**src/qsr_pkg.sv**
```systemverilog
// Shared types, constants and saturating arithmetic for the quartic secant root finder.
`timescale 1ns / 1ps
package qsr_pkg;

  localparam int WORD_BITS    = 64;
  localparam int FRAC_BITS    = 32;
  localparam int HALF_BITS    = WORD_BITS / 2;
  localparam int ITER_BITS    = 8;
  localparam int CFG_IDX_BITS = 8;
  localparam int NUM_COEFS    = 5;
  localparam int COEF_IDX_BITS = 3;

  typedef logic signed [WORD_BITS-1:0] word_t;
  typedef logic [WORD_BITS-1:0]        uword_t;

  localparam word_t WORD_MAX = {1'b0, {(WORD_BITS-1){1'b1}}};
  localparam word_t WORD_MIN = {1'b1, {(WORD_BITS-1){1'b0}}};

  // Configuration register indexes
  localparam logic [CFG_IDX_BITS-1:0] CFG_COEF_QUARTIC  = 8'd0;
  localparam logic [CFG_IDX_BITS-1:0] CFG_COEF_CUBIC    = 8'd1;
  localparam logic [CFG_IDX_BITS-1:0] CFG_COEF_SQUARE   = 8'd2;
  localparam logic [CFG_IDX_BITS-1:0] CFG_COEF_LINEAR   = 8'd3;
  localparam logic [CFG_IDX_BITS-1:0] CFG_COEF_CONSTANT = 8'd4;
  localparam logic [CFG_IDX_BITS-1:0] CFG_TOLERANCE     = 8'd5;
  localparam logic [CFG_IDX_BITS-1:0] CFG_STEP_DELTA    = 8'd6;
  localparam logic [CFG_IDX_BITS-1:0] CFG_ITER_LIMIT    = 8'd7;

  // Reset values of the configuration registers
  localparam word_t RST_COEF_QUARTIC  = 64'sd4294967296;
  localparam word_t RST_COEF_CUBIC    = -64'sd33925946671;
  localparam word_t RST_COEF_SQUARE   = 64'sd99991623245;
  localparam word_t RST_COEF_LINEAR   = -64'sd130286465065;
  localparam word_t RST_COEF_CONSTANT = 64'sd63302064197;
  localparam logic [WORD_BITS-2:0] RST_TOLERANCE  = 63'd4295;
  localparam logic [WORD_BITS-2:0] RST_STEP_DELTA = 63'd429496730;
  localparam logic [ITER_BITS-1:0] RST_ITER_LIMIT = 8'd64;

  // Result status codes
  localparam logic [1:0] ST_CONVERGED = 2'd0;
  localparam logic [1:0] ST_ZERO_DEN  = 2'd1;
  localparam logic [1:0] ST_LIMIT     = 2'd2;
  localparam logic [1:0] ST_OVERFLOW  = 2'd3;

  // Polynomial evaluation points
  localparam logic [1:0] SRC_X1 = 2'd0;
  localparam logic [1:0] SRC_X0 = 2'd1;
  localparam logic [1:0] SRC_XP = 2'd2;
  localparam logic [1:0] SRC_XM = 2'd3;

  // Function value slots
  localparam logic [1:0] SLOT_NONE = 2'd0;
  localparam logic [1:0] SLOT_FA   = 2'd1;
  localparam logic [1:0] SLOT_FB   = 2'd2;
  localparam logic [1:0] SLOT_FC   = 2'd3;

  typedef enum logic [3:0] {
    CMD_NONE,
    CMD_LOAD,
    CMD_ITER,
    CMD_PSTART,
    CMD_MUL_START,
    CMD_MULQ,
    CMD_HORNER,
    CMD_STORE,
    CMD_DIFF,
    CMD_NUM_START,
    CMD_DIV_START,
    CMD_STEP,
    CMD_UPDATE
  } cmd_e;

  typedef struct packed {
    cmd_e                     op;
    logic [1:0]               src;
    logic [COEF_IDX_BITS-1:0] coef_k;
    logic [1:0]               slot;
  } dp_cmd_t;

  typedef struct packed {
    logic                 ov;
    logic                 den_zero;
    logic                 conv;
    logic                 mul_busy;
    logic                 div_busy;
    logic                 modified;
    logic [ITER_BITS-1:0] limit;
  } dp_stat_t;

  // Magnitude of a two's complement word
  function automatic uword_t mag(input word_t a);
    mag = a[WORD_BITS-1] ? (~a + 1'b1) : a;
  endfunction

  // Saturating add, overflow flag in the top bit
  function automatic logic [WORD_BITS:0] sat_add(input word_t a, input word_t b);
    logic [WORD_BITS:0] s;
    s = {a[WORD_BITS-1], a} + {b[WORD_BITS-1], b};
    if (s[WORD_BITS] != s[WORD_BITS-1]) begin
      sat_add = {1'b1, s[WORD_BITS] ? WORD_MIN : WORD_MAX};
    end else begin
      sat_add = {1'b0, s[WORD_BITS-1:0]};
    end
  endfunction

  // Saturating subtract, overflow flag in the top bit
  function automatic logic [WORD_BITS:0] sat_sub(input word_t a, input word_t b);
    logic [WORD_BITS:0] s;
    s = {a[WORD_BITS-1], a} - {b[WORD_BITS-1], b};
    if (s[WORD_BITS] != s[WORD_BITS-1]) begin
      sat_sub = {1'b1, s[WORD_BITS] ? WORD_MIN : WORD_MAX};
    end else begin
      sat_sub = {1'b0, s[WORD_BITS-1:0]};
    end
  endfunction

  // Signed word from sign and magnitude, saturating
  function automatic logic [WORD_BITS:0] from_mag(input logic neg, input uword_t m);
    if (!neg) begin
      from_mag = m[WORD_BITS-1] ? {1'b1, WORD_MAX} : {1'b0, m};
    end else if (m > uword_t'(WORD_MIN)) begin
      from_mag = {1'b1, WORD_MIN};
    end else begin
      from_mag = {1'b0, ~m + 1'b1};
    end
  endfunction

endpackage

```
**src/qsr_ctrl.sv**
```systemverilog
// Controller: sequences polynomial evaluations, the update and the result hand-off.
`timescale 1ns / 1ps
module qsr_ctrl (
  input  logic                            clk_i,
  input  logic                            rst_ni,
  input  logic                            in_valid_i,
  output logic                            in_ready_o,
  input  logic                            out_busy_i,
  output logic                            emit_o,
  output logic [qsr_pkg::ITER_BITS-1:0]   iterations_o,
  output logic [1:0]                      status_o,
  input  qsr_pkg::dp_stat_t               stat_i,
  output qsr_pkg::dp_cmd_t                cmd_o
);
  import qsr_pkg::*;

  localparam logic [4:0] S_IDLE   = 5'd0;
  localparam logic [4:0] S_CHECK  = 5'd1;
  localparam logic [4:0] S_PINIT  = 5'd2;
  localparam logic [4:0] S_PMUL   = 5'd3;
  localparam logic [4:0] S_PWAIT  = 5'd4;
  localparam logic [4:0] S_PQ     = 5'd5;
  localparam logic [4:0] S_PADD   = 5'd6;
  localparam logic [4:0] S_PSTORE = 5'd7;
  localparam logic [4:0] S_DIFF   = 5'd8;
  localparam logic [4:0] S_CHK1   = 5'd9;
  localparam logic [4:0] S_NMUL   = 5'd10;
  localparam logic [4:0] S_NWAIT  = 5'd11;
  localparam logic [4:0] S_DIVS   = 5'd12;
  localparam logic [4:0] S_DWAIT  = 5'd13;
  localparam logic [4:0] S_STEP   = 5'd14;
  localparam logic [4:0] S_UPD    = 5'd15;
  localparam logic [4:0] S_CHK2   = 5'd16;
  localparam logic [4:0] S_EMIT   = 5'd17;

  // Which polynomial value is being formed
  localparam logic [2:0] PH_F1  = 3'd0;
  localparam logic [2:0] PH_F0  = 3'd1;
  localparam logic [2:0] PH_FP  = 3'd2;
  localparam logic [2:0] PH_FM  = 3'd3;
  localparam logic [2:0] PH_RES = 3'd4;

  logic [4:0]               state_q, state_d;
  logic [2:0]               phase_q, phase_d;
  logic [COEF_IDX_BITS-1:0] k_q, k_d;
  logic [ITER_BITS-1:0]     it_q, it_d;
  logic [1:0]               status_q, status_d;

  always_comb begin
    state_d    = state_q;
    phase_d    = phase_q;
    k_d        = k_q;
    it_d       = it_q;
    status_d   = status_q;
    in_ready_o = 1'b0;
    emit_o     = 1'b0;
    cmd_o      = '{op: CMD_NONE, src: SRC_X1, coef_k: k_q, slot: SLOT_NONE};

    case (phase_q)
      PH_F0:   cmd_o.src = SRC_X0;
      PH_FP:   cmd_o.src = SRC_XP;
      PH_FM:   cmd_o.src = SRC_XM;
      default: cmd_o.src = SRC_X1;
    endcase

    case (state_q)
      S_IDLE: begin
        in_ready_o = 1'b1;
        if (in_valid_i) begin
          cmd_o.op = CMD_LOAD;
          it_d     = '0;
          status_d = ST_LIMIT;
          state_d  = S_CHECK;
        end
      end
      S_CHECK: begin
        if (it_q == stat_i.limit) begin
          phase_d = PH_RES;
        end else begin
          cmd_o.op = CMD_ITER;
          phase_d  = PH_F1;
        end
        state_d = S_PINIT;
      end
      // Horner evaluation at the point chosen by the phase
      S_PINIT: begin
        cmd_o.op = CMD_PSTART;
        k_d      = COEF_IDX_BITS'(1);
        state_d  = S_PMUL;
      end
      S_PMUL: begin
        cmd_o.op = CMD_MUL_START;
        state_d  = S_PWAIT;
      end
      S_PWAIT: begin
        if (!stat_i.mul_busy) begin
          state_d = S_PQ;
        end
      end
      S_PQ: begin
        cmd_o.op = CMD_MULQ;
        state_d  = S_PADD;
      end
      S_PADD: begin
        cmd_o.op = CMD_HORNER;
        if (k_q == COEF_IDX_BITS'(NUM_COEFS - 1)) begin
          state_d = S_PSTORE;
        end else begin
          k_d     = k_q + 1'b1;
          state_d = S_PMUL;
        end
      end
      S_PSTORE: begin
        cmd_o.op = CMD_STORE;
        case (phase_q)
          PH_F1: begin
            cmd_o.slot = SLOT_FA;
            phase_d    = stat_i.modified ? PH_FP : PH_F0;
            state_d    = S_PINIT;
          end
          PH_F0: begin
            cmd_o.slot = SLOT_FB;
            state_d    = S_DIFF;
          end
          PH_FP: begin
            cmd_o.slot = SLOT_FB;
            phase_d    = PH_FM;
            state_d    = S_PINIT;
          end
          PH_FM: begin
            cmd_o.slot = SLOT_FC;
            state_d    = S_DIFF;
          end
          default: state_d = S_EMIT;
        endcase
      end
      S_DIFF: begin
        cmd_o.op = CMD_DIFF;
        state_d  = S_CHK1;
      end
      S_CHK1: begin
        if (stat_i.ov) begin
          status_d = ST_OVERFLOW;
          phase_d  = PH_RES;
          state_d  = S_PINIT;
        end else if (stat_i.den_zero) begin
          status_d = ST_ZERO_DEN;
          phase_d  = PH_RES;
          state_d  = S_PINIT;
        end else begin
          state_d = S_NMUL;
        end
      end
      S_NMUL: begin
        cmd_o.op = CMD_NUM_START;
        state_d  = S_NWAIT;
      end
      S_NWAIT: begin
        if (!stat_i.mul_busy) begin
          state_d = S_DIVS;
        end
      end
      S_DIVS: begin
        cmd_o.op = CMD_DIV_START;
        state_d  = S_DWAIT;
      end
      S_DWAIT: begin
        if (!stat_i.div_busy) begin
          state_d = S_STEP;
        end
      end
      S_STEP: begin
        cmd_o.op = CMD_STEP;
        state_d  = S_UPD;
      end
      S_UPD: begin
        cmd_o.op = CMD_UPDATE;
        state_d  = S_CHK2;
      end
      S_CHK2: begin
        phase_d = PH_RES;
        if (stat_i.ov) begin
          status_d = ST_OVERFLOW;
          state_d  = S_PINIT;
        end else begin
          it_d = it_q + 1'b1;
          if (stat_i.conv) begin
            status_d = ST_CONVERGED;
            state_d  = S_PINIT;
          end else begin
            state_d = S_CHECK;
          end
        end
      end
      S_EMIT: begin
        if (!out_busy_i) begin
          emit_o  = 1'b1;
          state_d = S_IDLE;
        end
      end
      default: state_d = S_IDLE;
    endcase
  end

  always_ff @(posedge clk_i or negedge rst_ni) begin
    if (!rst_ni) begin
      state_q  <= S_IDLE;
      phase_q  <= PH_F1;
      k_q      <= '0;
      it_q     <= '0;
      status_q <= ST_LIMIT;
    end else begin
      state_q  <= state_d;
      phase_q  <= phase_d;
      k_q      <= k_d;
      it_q     <= it_d;
      status_q <= status_d;
    end
  end

  assign iterations_o = it_q;
  assign status_o     = status_q;

endmodule

```
**config.mk**
```make
export PLATFORM = sky130hd
export DESIGN_NAME = qsr_ctrl
export DESIGN_NICKNAME = d
export VERILOG_FILES = /design/src/qsr_pkg.sv /design/src/qsr_ctrl.sv
export SDC_FILE = /design/constraint.sdc
export NUM_CORES = 1
export LEC_CHECK = 0
export BUFFER_PORTS_ARGS = -buffer_cell sky130_fd_sc_hd__buf_2
export CAP_MARGIN = 20
export CORE_ASPECT_RATIO = 0.9
export CORE_UTILIZATION = 35
export DETAILED_ROUTE_END_ITERATION = 10
export PLACE_DENSITY = 0.53
export SLEW_MARGIN = 25
export SYNTH_ARGS = -nofsm -noshare
export SYNTH_HDL_FRONTEND = slang
export SYNTH_SLANG_ARGS = --single-unit
```
**constraint.sdc**
```tcl
create_clock -name clk_i -period 2.2 [get_ports clk_i]
set_input_delay 0 -clock clk_i [delete_from_list [all_inputs] [get_ports clk_i]]
set_output_delay 0 -clock clk_i [all_outputs]
set_load 0.05 [all_outputs]
```
== After elaboration in Yosys (flattened, before gate mapping) ==
Cells that the tools add are included.

* Bits in registers: 21
* Output and inout bits: 23
* Logic and storage cells: 91
* Input bits: 18

* Equality and inequality tests: 32
* Reduce and logical (&&, ||, !) cells: 14
* Multiplexer cells: 38
* $add $sub $neg: 2

{| class="wikitable"
|+ Operators with widths
! kind !! count
|-
| one-hot mux 5 bit (18 select lines) || 1
|-
| one-hot mux 4 bit (12 select lines) || 1
|-
| equality test 5 x 4 -> 1 bit (second input constant) || 8
|-
| two-way mux 5 bit || 5
|-
| equality test 5 x 3 -> 1 bit (second input constant) || 4
|-
| two-way mux 2 bit || 10
|-
| one-hot mux 2 bit (3 select lines) || 3
|-
| two-way mux 8 bit || 2
|-
| one-hot mux 8 bit (2 select lines) || 1
|-
| two-way mux 3 bit || 5
|-
| != test 2 bit (second input constant) || 7
|-
| one-hot mux 3 bit (2 select lines) || 2
|-
| one-hot mux 3 bit (4 select lines) || 1
|-
| equality test 5 x 2 -> 1 bit (second input constant) || 2
|-
| equality test 5 bit (second input constant) || 2
|-
| one-hot mux 5 bit (2 select lines) || 1
|-
| != test 3 bit (second input constant) || 3
|-
| adder 8 x 1 -> 8 bit (second input constant) || 1
|-
| equality test 8 bit || 1
|-
| two-way mux 4 bit || 2
|-
| equality test 3 x 2 -> 1 bit (second input constant) || 2
|-
| AND reduction 3 bit || 2
|-
| OR reduction 2 bit || 3
|-
| equality test 5 x 1 -> 1 bit (second input constant) || 1
|-
| 12 further kinds || 16
|}

== Longest topological paths before layout ==
* Depth in word-level cells: 4
* Gate-level depth with buffers: 7
* Depth with buffers taken out: 7

== Worst setup path before layout ==
Ideal clock, no wire load.

* Path type: flip-flop to flip-flop
* Start point: register state_q[2]
* End point: register it_q[2] (netlist: iterations_o[2])
* Setup time: 0.121 ns
* Cell stages (with the launch flop): 6
* Data required time: 2.079 ns
* Arrival: 2.003 ns
* Clock period less this slack: 2.124 ns
* Setup slack: 0.076 ns
* Buffers on the path: 1
* Cell sequence: dfrtp_1 > buf_4 > or4_4 > nor2_1 > and2_1 > nor2_1

* Longest elaborated chain between the ends: 3
* Elaborated cells on any way between the ends: 7
* Classes of those cells: 3 x eq/ne; 1 x mux; 3 x reduce/logical

{| class="wikitable"
|+ RTL lines
! element !! line !! RTL
|-
| from (decl) || qsr_ctrl.sv:43 || <nowiki>logic [4:0] state_q, state_d;</nowiki>
|-
| from (signal assigned) || qsr_ctrl.sv:213 || <nowiki>state_q <= state_d;</nowiki>
|-
| equality test 5 bit / logical NOT 5 bit (equally long branches) || qsr_ctrl.sv:66 || <nowiki>case (state_q)</nowiki>
|-
| != test 2 bit (no source line) / nonzero test 2 bit (equally long branches) || n/a ||
|-
| AND reduction 3 bit (no source line) || n/a ||
|-
| to (signal assigned) || qsr_ctrl.sv:216 || <nowiki>it_q <= it_d;</nowiki>
|-
| to (decl) || qsr_ctrl.sv:46 || <nowiki>logic [ITER_BITS-1:0] it_q, it_d;</nowiki>
|}

Parallel ways exist; a longest one is shown, timed or not.
A chain may end at the register's enable or synchronous reset.

==> impl_table.tex <==
\begin{tabular}{lr}
\hline
Metric & Value \\
\hline
\multicolumn{2}{l}{\textbf{Floorplan}} \\
\quad Placement row count & 22 \\
\quad Die H & 66.0 µm \\
\quad I/O pins & 41 \\
\quad Initial standard-cell utilization of the core & a little under two fifths \\
\quad X dimension of the die & 73.1 µm \\
\quad Floorplan Core Area & approximately 4200 µm² \\
\quad Area enclosed by the die boundary & 4820 µm² \\
\multicolumn{2}{l}{\textbf{Logic synthesis}} \\
\quad Post-Syn Area per Cell & between 8 and 9 µm² \\
\quad Sequential-to-total area share from yosys stat & around a third \\
\quad Number of different library cells in the post-synthesis netlist & 52 \\
\quad Main flop type after synthesis & sky130\_fd\_sc\_hd\_\_dfrtp\_1 \\
\quad Number of flops mapped to enable cells by yosys & 0 \\
\quad Post-synthesis async set-or-reset flop share & 100\% \\
\quad Synth Instances & roughly 190 \\
\quad Number of flip-flops and latches in the synthesized netlist & 21 \\
\quad Combined area of all synthesized cells & around 1600 µm² \\
\quad Yosys warnings & 0 \\
\quad Synthesized netlist net count & between 200 and 250 \\
\multicolumn{2}{l}{\textbf{Clock tree}} \\
\quad Post-CTS setup buffer count & 0 \\
\quad Buffer levels on the longest clock path & 2 \\
\quad Clock root cell & sky130\_fd\_sc\_hd\_\_clkbuf\_8 \\
\quad Clock input transition at the sequential cells of the worst setup and hold paths & around 0.080 ns \\
\quad Maximum level of the CTS H-tree & 1 \\
\quad Post-cts hold buffer count & 3 \\
\quad Number of sinks on the clock net & 21 \\
\quad Total of cells resized after clock tree synthesis & 0 \\
\quad Later-pin clock latency in the skew report & 0.26 ns \\
\quad Number of buffers created by CTS & 3 \\
\quad Clock tree from TritonCTS & done \\
\multicolumn{2}{l}{\textbf{Timing}} \\
\quad Unrepaired setup endpoints after global routing & no \\
\quad Highest achievable clock rate & approximately 0.5 GHz \\
\quad Actual slew at the worst max-slew pin & between 0.4 and 0.5 ns \\
\quad Worst max-slew margin expressed relative to the limit & 67.0\% \\
\quad Fin crit share & 93.5\% \\
\quad Setup slack after layout & $\sim$0.14 ns \\
\quad Count of final max-slew check failures & 0 \\
\quad Number of endpoints failing setup at the final stage & 0 \\
\quad Setup tns final & 0 ns \\
\quad Clock Skew & approximately 0.0015 ns \\
\quad Final Hold Viols & 0 \\
\quad Final period demand of the worst path & roughly 2.1 ns \\
\multicolumn{2}{l}{\textbf{Pwr}} \\
\quad P\_sw & $\sim$0.0013 W \\
\quad Power Density & 1240 nW/µm² \\
\quad Switching fraction of total power & between 50 and 60\% \\
\quad Leakage power & 0.926 nW \\
\quad Clock group share of total power & between 10\% and 20\% \\
\quad Sequential share of power & 25.2\% \\
\quad Share of power burned in combinational logic & around 64\% \\
\quad Max VDD drop & approximately 580 µV \\
\quad Internal portion of total power & 0.00116 W \\
\multicolumn{2}{l}{\textbf{Detailed routing}} \\
\quad Residual DRC & 0 \\
\quad First-pass DRT Iterations & 4 \\
\quad Drt via density & just under 5 \\
\quad Initial detailed-routing violation count & 76 \\
\quad Total number of vias & between 1000 and 1500 \\
\quad Final routed wirelength across all metal layers & 3.89 mm \\
\quad ANT nets after route & 0 \\
\quad Routed wire per std cell & around 13 µm \\
\multicolumn{2}{l}{\textbf{Worst setup path}} \\
\quad Data arrival at the endpoint of the critical path & 2.06 ns \\
\quad Max stage delay cell, worst path & sky130\_fd\_sc\_hd\_\_dfrtp\_1 \\
\quad Worst Path Required & $\sim$2.2 ns \\
\quad Kind of critical path & register to primary output \\
\quad Capturing element type of the critical path & primary output \\
\quad Critical path origin & state\_q[2] \\
\quad Reg-to-Reg Start & state\_q[1] \\
\quad Maximum fanout along the worst path & 12 \\
\quad CP Cell Sequence & buf\_4 > nand2b\_1 > nor2\_1 > or3\_1 > o21ai\_0 > a21oi\_1 > buf\_2 \\
\quad Nature of the critical path startpoint & register \\
\quad Max stage delay on crit path & about 0.49 ns \\
\multicolumn{2}{l}{\textbf{Place}} \\
\quad Final estimated routing congestion in global placement & about 0.82 \\
\quad Post-detailed-placement half-perimeter wirelength & between 2 and 3 mm \\
\quad Placement-stage worst setup slack & roughly 0.27 ns \\
\quad Number of port buffers & 40 \\
\multicolumn{2}{l}{\textbf{Worst hold path}} \\
\quad Classification of the worst-slack hold path & input pin to register \\
\quad Hold wc startpoint & stat\_i[13] \\
\multicolumn{2}{l}{\textbf{Finish}} \\
\quad Number of nets at the end of the flow & approximately 260 \\
\quad Fraction of final layout cells sized beyond drive strength 1 & $\sim$28\% \\
\quad Area grow syn2layout & 24.5\% \\
\quad Antenna cells & 0 \\
\quad Finished Core Util & roughly 47\% \\
\multicolumn{2}{l}{\textbf{Flow run}} \\
\quad Count of max-cap constraint violations & 0 \\
\multicolumn{2}{l}{\textbf{Global routing}} \\
\quad Pin count of the biggest net entering global routing & 22 \\
\quad Overall overflow remaining after global route & 0 \\
\quad Global-route usage over all layers & approximately 18\% \\
\quad Global-route wire length before repair & between 6 and 7 mm \\
\quad Antenna violations before repair & 0 \\
\quad Number of global-route vias before repair & roughly 1400 \\
\multicolumn{2}{l}{\textbf{Run status}} \\
\quad Result of the run & finished, final reports clean \\
\hline
\end{tabular}
## worst max-delay path, delay by kind of cell (launching register included)
family | cells | cell delay, ns
compound gates | 2 | 0.18
buf+inv | 2 | 0.44
flops | 1 | 0.49
simple gates | 3 | 0.68
## placed cells by master, fill, tap and decap left out, drive strengths merged, types with 6 or more instances in the layout
cell    count
o21ai      13
nor2       25
buf        52
xnor2      13
dfrtp      20
nand2b      6
a21oi      12
inv         7
nand2      19
nor2b       7
## cell families after synthesis
kind of cell             after synthesis  synth area share (%)
flip-flops                            21                  33.1
AND/OR/NAND/NOR                       89                  31.1
XOR/XNOR                              14                  7.70
multiplexers                           2                  1.34
buffers and inverters                 18                  4.80
adder cells (fa/ha/maj)                3                  2.36
AO/OA/AOI/OAI                         47                  19.6
## stage by stage
stage / total power [W] / hold slack, ns / area (µm²) / instances
after floorplan: 0.00180 / -0.296 / 1590 / 194
after global placement: 0.00220 / -0.00202 / 1910 / 295
after detailed placement: 0.00220 / -0.000685 / 1910 / 295
after CTS: 0.00246 / 0.120 / 1980 / 302
after global routing: 0.00264 / 0.145 / 1980 / 302
final: 0.00245 / 0.125 / 1980 / 302
## state kept, by name, summed over array words and instances, names as in the netlist
name and flops:
iterations_o 8, k_q 3, phase_q 3, state_q 5
status_o 2
## power groups by stage
stage	Clock, W	Sequential (W)	Combinational [W]
floorplan	0	0.000704	0.00110
finish	0.000255	0.000616	0.00158
CTS	0.000264	0.000615	0.00158
global placement	0	0.000626	0.00157
global route	0.000279	0.000635	0.00173
detailed placement	0	0.000623	0.00157
## path summary, 6_finish.rpt
kind                          endpoint  slack (ns)  cells after the start
max                           cmd_o[8]        0.14                      7
max reg2reg                status_o[0]        0.26                      5
min in group asynchronous       k_q[0]        0.24                      2
max in group asynchronous  status_o[1]        1.61                      2
min                        status_o[1]        0.13                      3
min reg2reg                status_o[1]        0.50                      2
## layer usage
layer / track usage [%] / up-vias / wire, µm
met5: 0 / - / 0
met4: 4.41 / 0 / 19
met3: 2.44 / 2 / 163
met2: 27.8 / 35 / 1740
met1: 24.9 / 681 / 1960
li1: - / 776 / -
## cell type report
type,instances,area [µm²]
fillers,430,2230
multi-input cells,155,988
flip-flops and latches,21,527
repair buffers,55,320
well taps,60,75.1
clock buffers,4,45.0
inverters,7,26.3
## synthesized netlist by cell type (2+ instances only)
library cell,number,area [µm²]
sky130_fd_sc_hd__a21o_1,3,22.5
sky130_fd_sc_hd__a21oi_1,12,60.1
sky130_fd_sc_hd__a22oi_1,2,15.0
sky130_fd_sc_hd__a31o_2,2,17.5
sky130_fd_sc_hd__and3_1,3,18.8
sky130_fd_sc_hd__buf_2,4,20.0
sky130_fd_sc_hd__clkbuf_1,5,18.8
sky130_fd_sc_hd__dfrtp_1,20,500
sky130_fd_sc_hd__ha_1,3,37.5
sky130_fd_sc_hd__inv_1,7,26.3
sky130_fd_sc_hd__nand2_1,19,71.3
sky130_fd_sc_hd__nand2b_1,6,37.5
sky130_fd_sc_hd__nand3_1,5,25.0
sky130_fd_sc_hd__nand3b_1,4,30.0
sky130_fd_sc_hd__nand4_1,2,12.5
sky130_fd_sc_hd__nor2_1,25,93.8
sky130_fd_sc_hd__nor2b_1,7,43.8
sky130_fd_sc_hd__nor3_1,4,20.0
sky130_fd_sc_hd__o21a_1,2,15.0
sky130_fd_sc_hd__o21ai_0,11,55.1
sky130_fd_sc_hd__o31ai_1,4,30.0
sky130_fd_sc_hd__or3_1,2,12.5
sky130_fd_sc_hd__xnor2_1,13,114
Power figures use the tool's default switching activity.
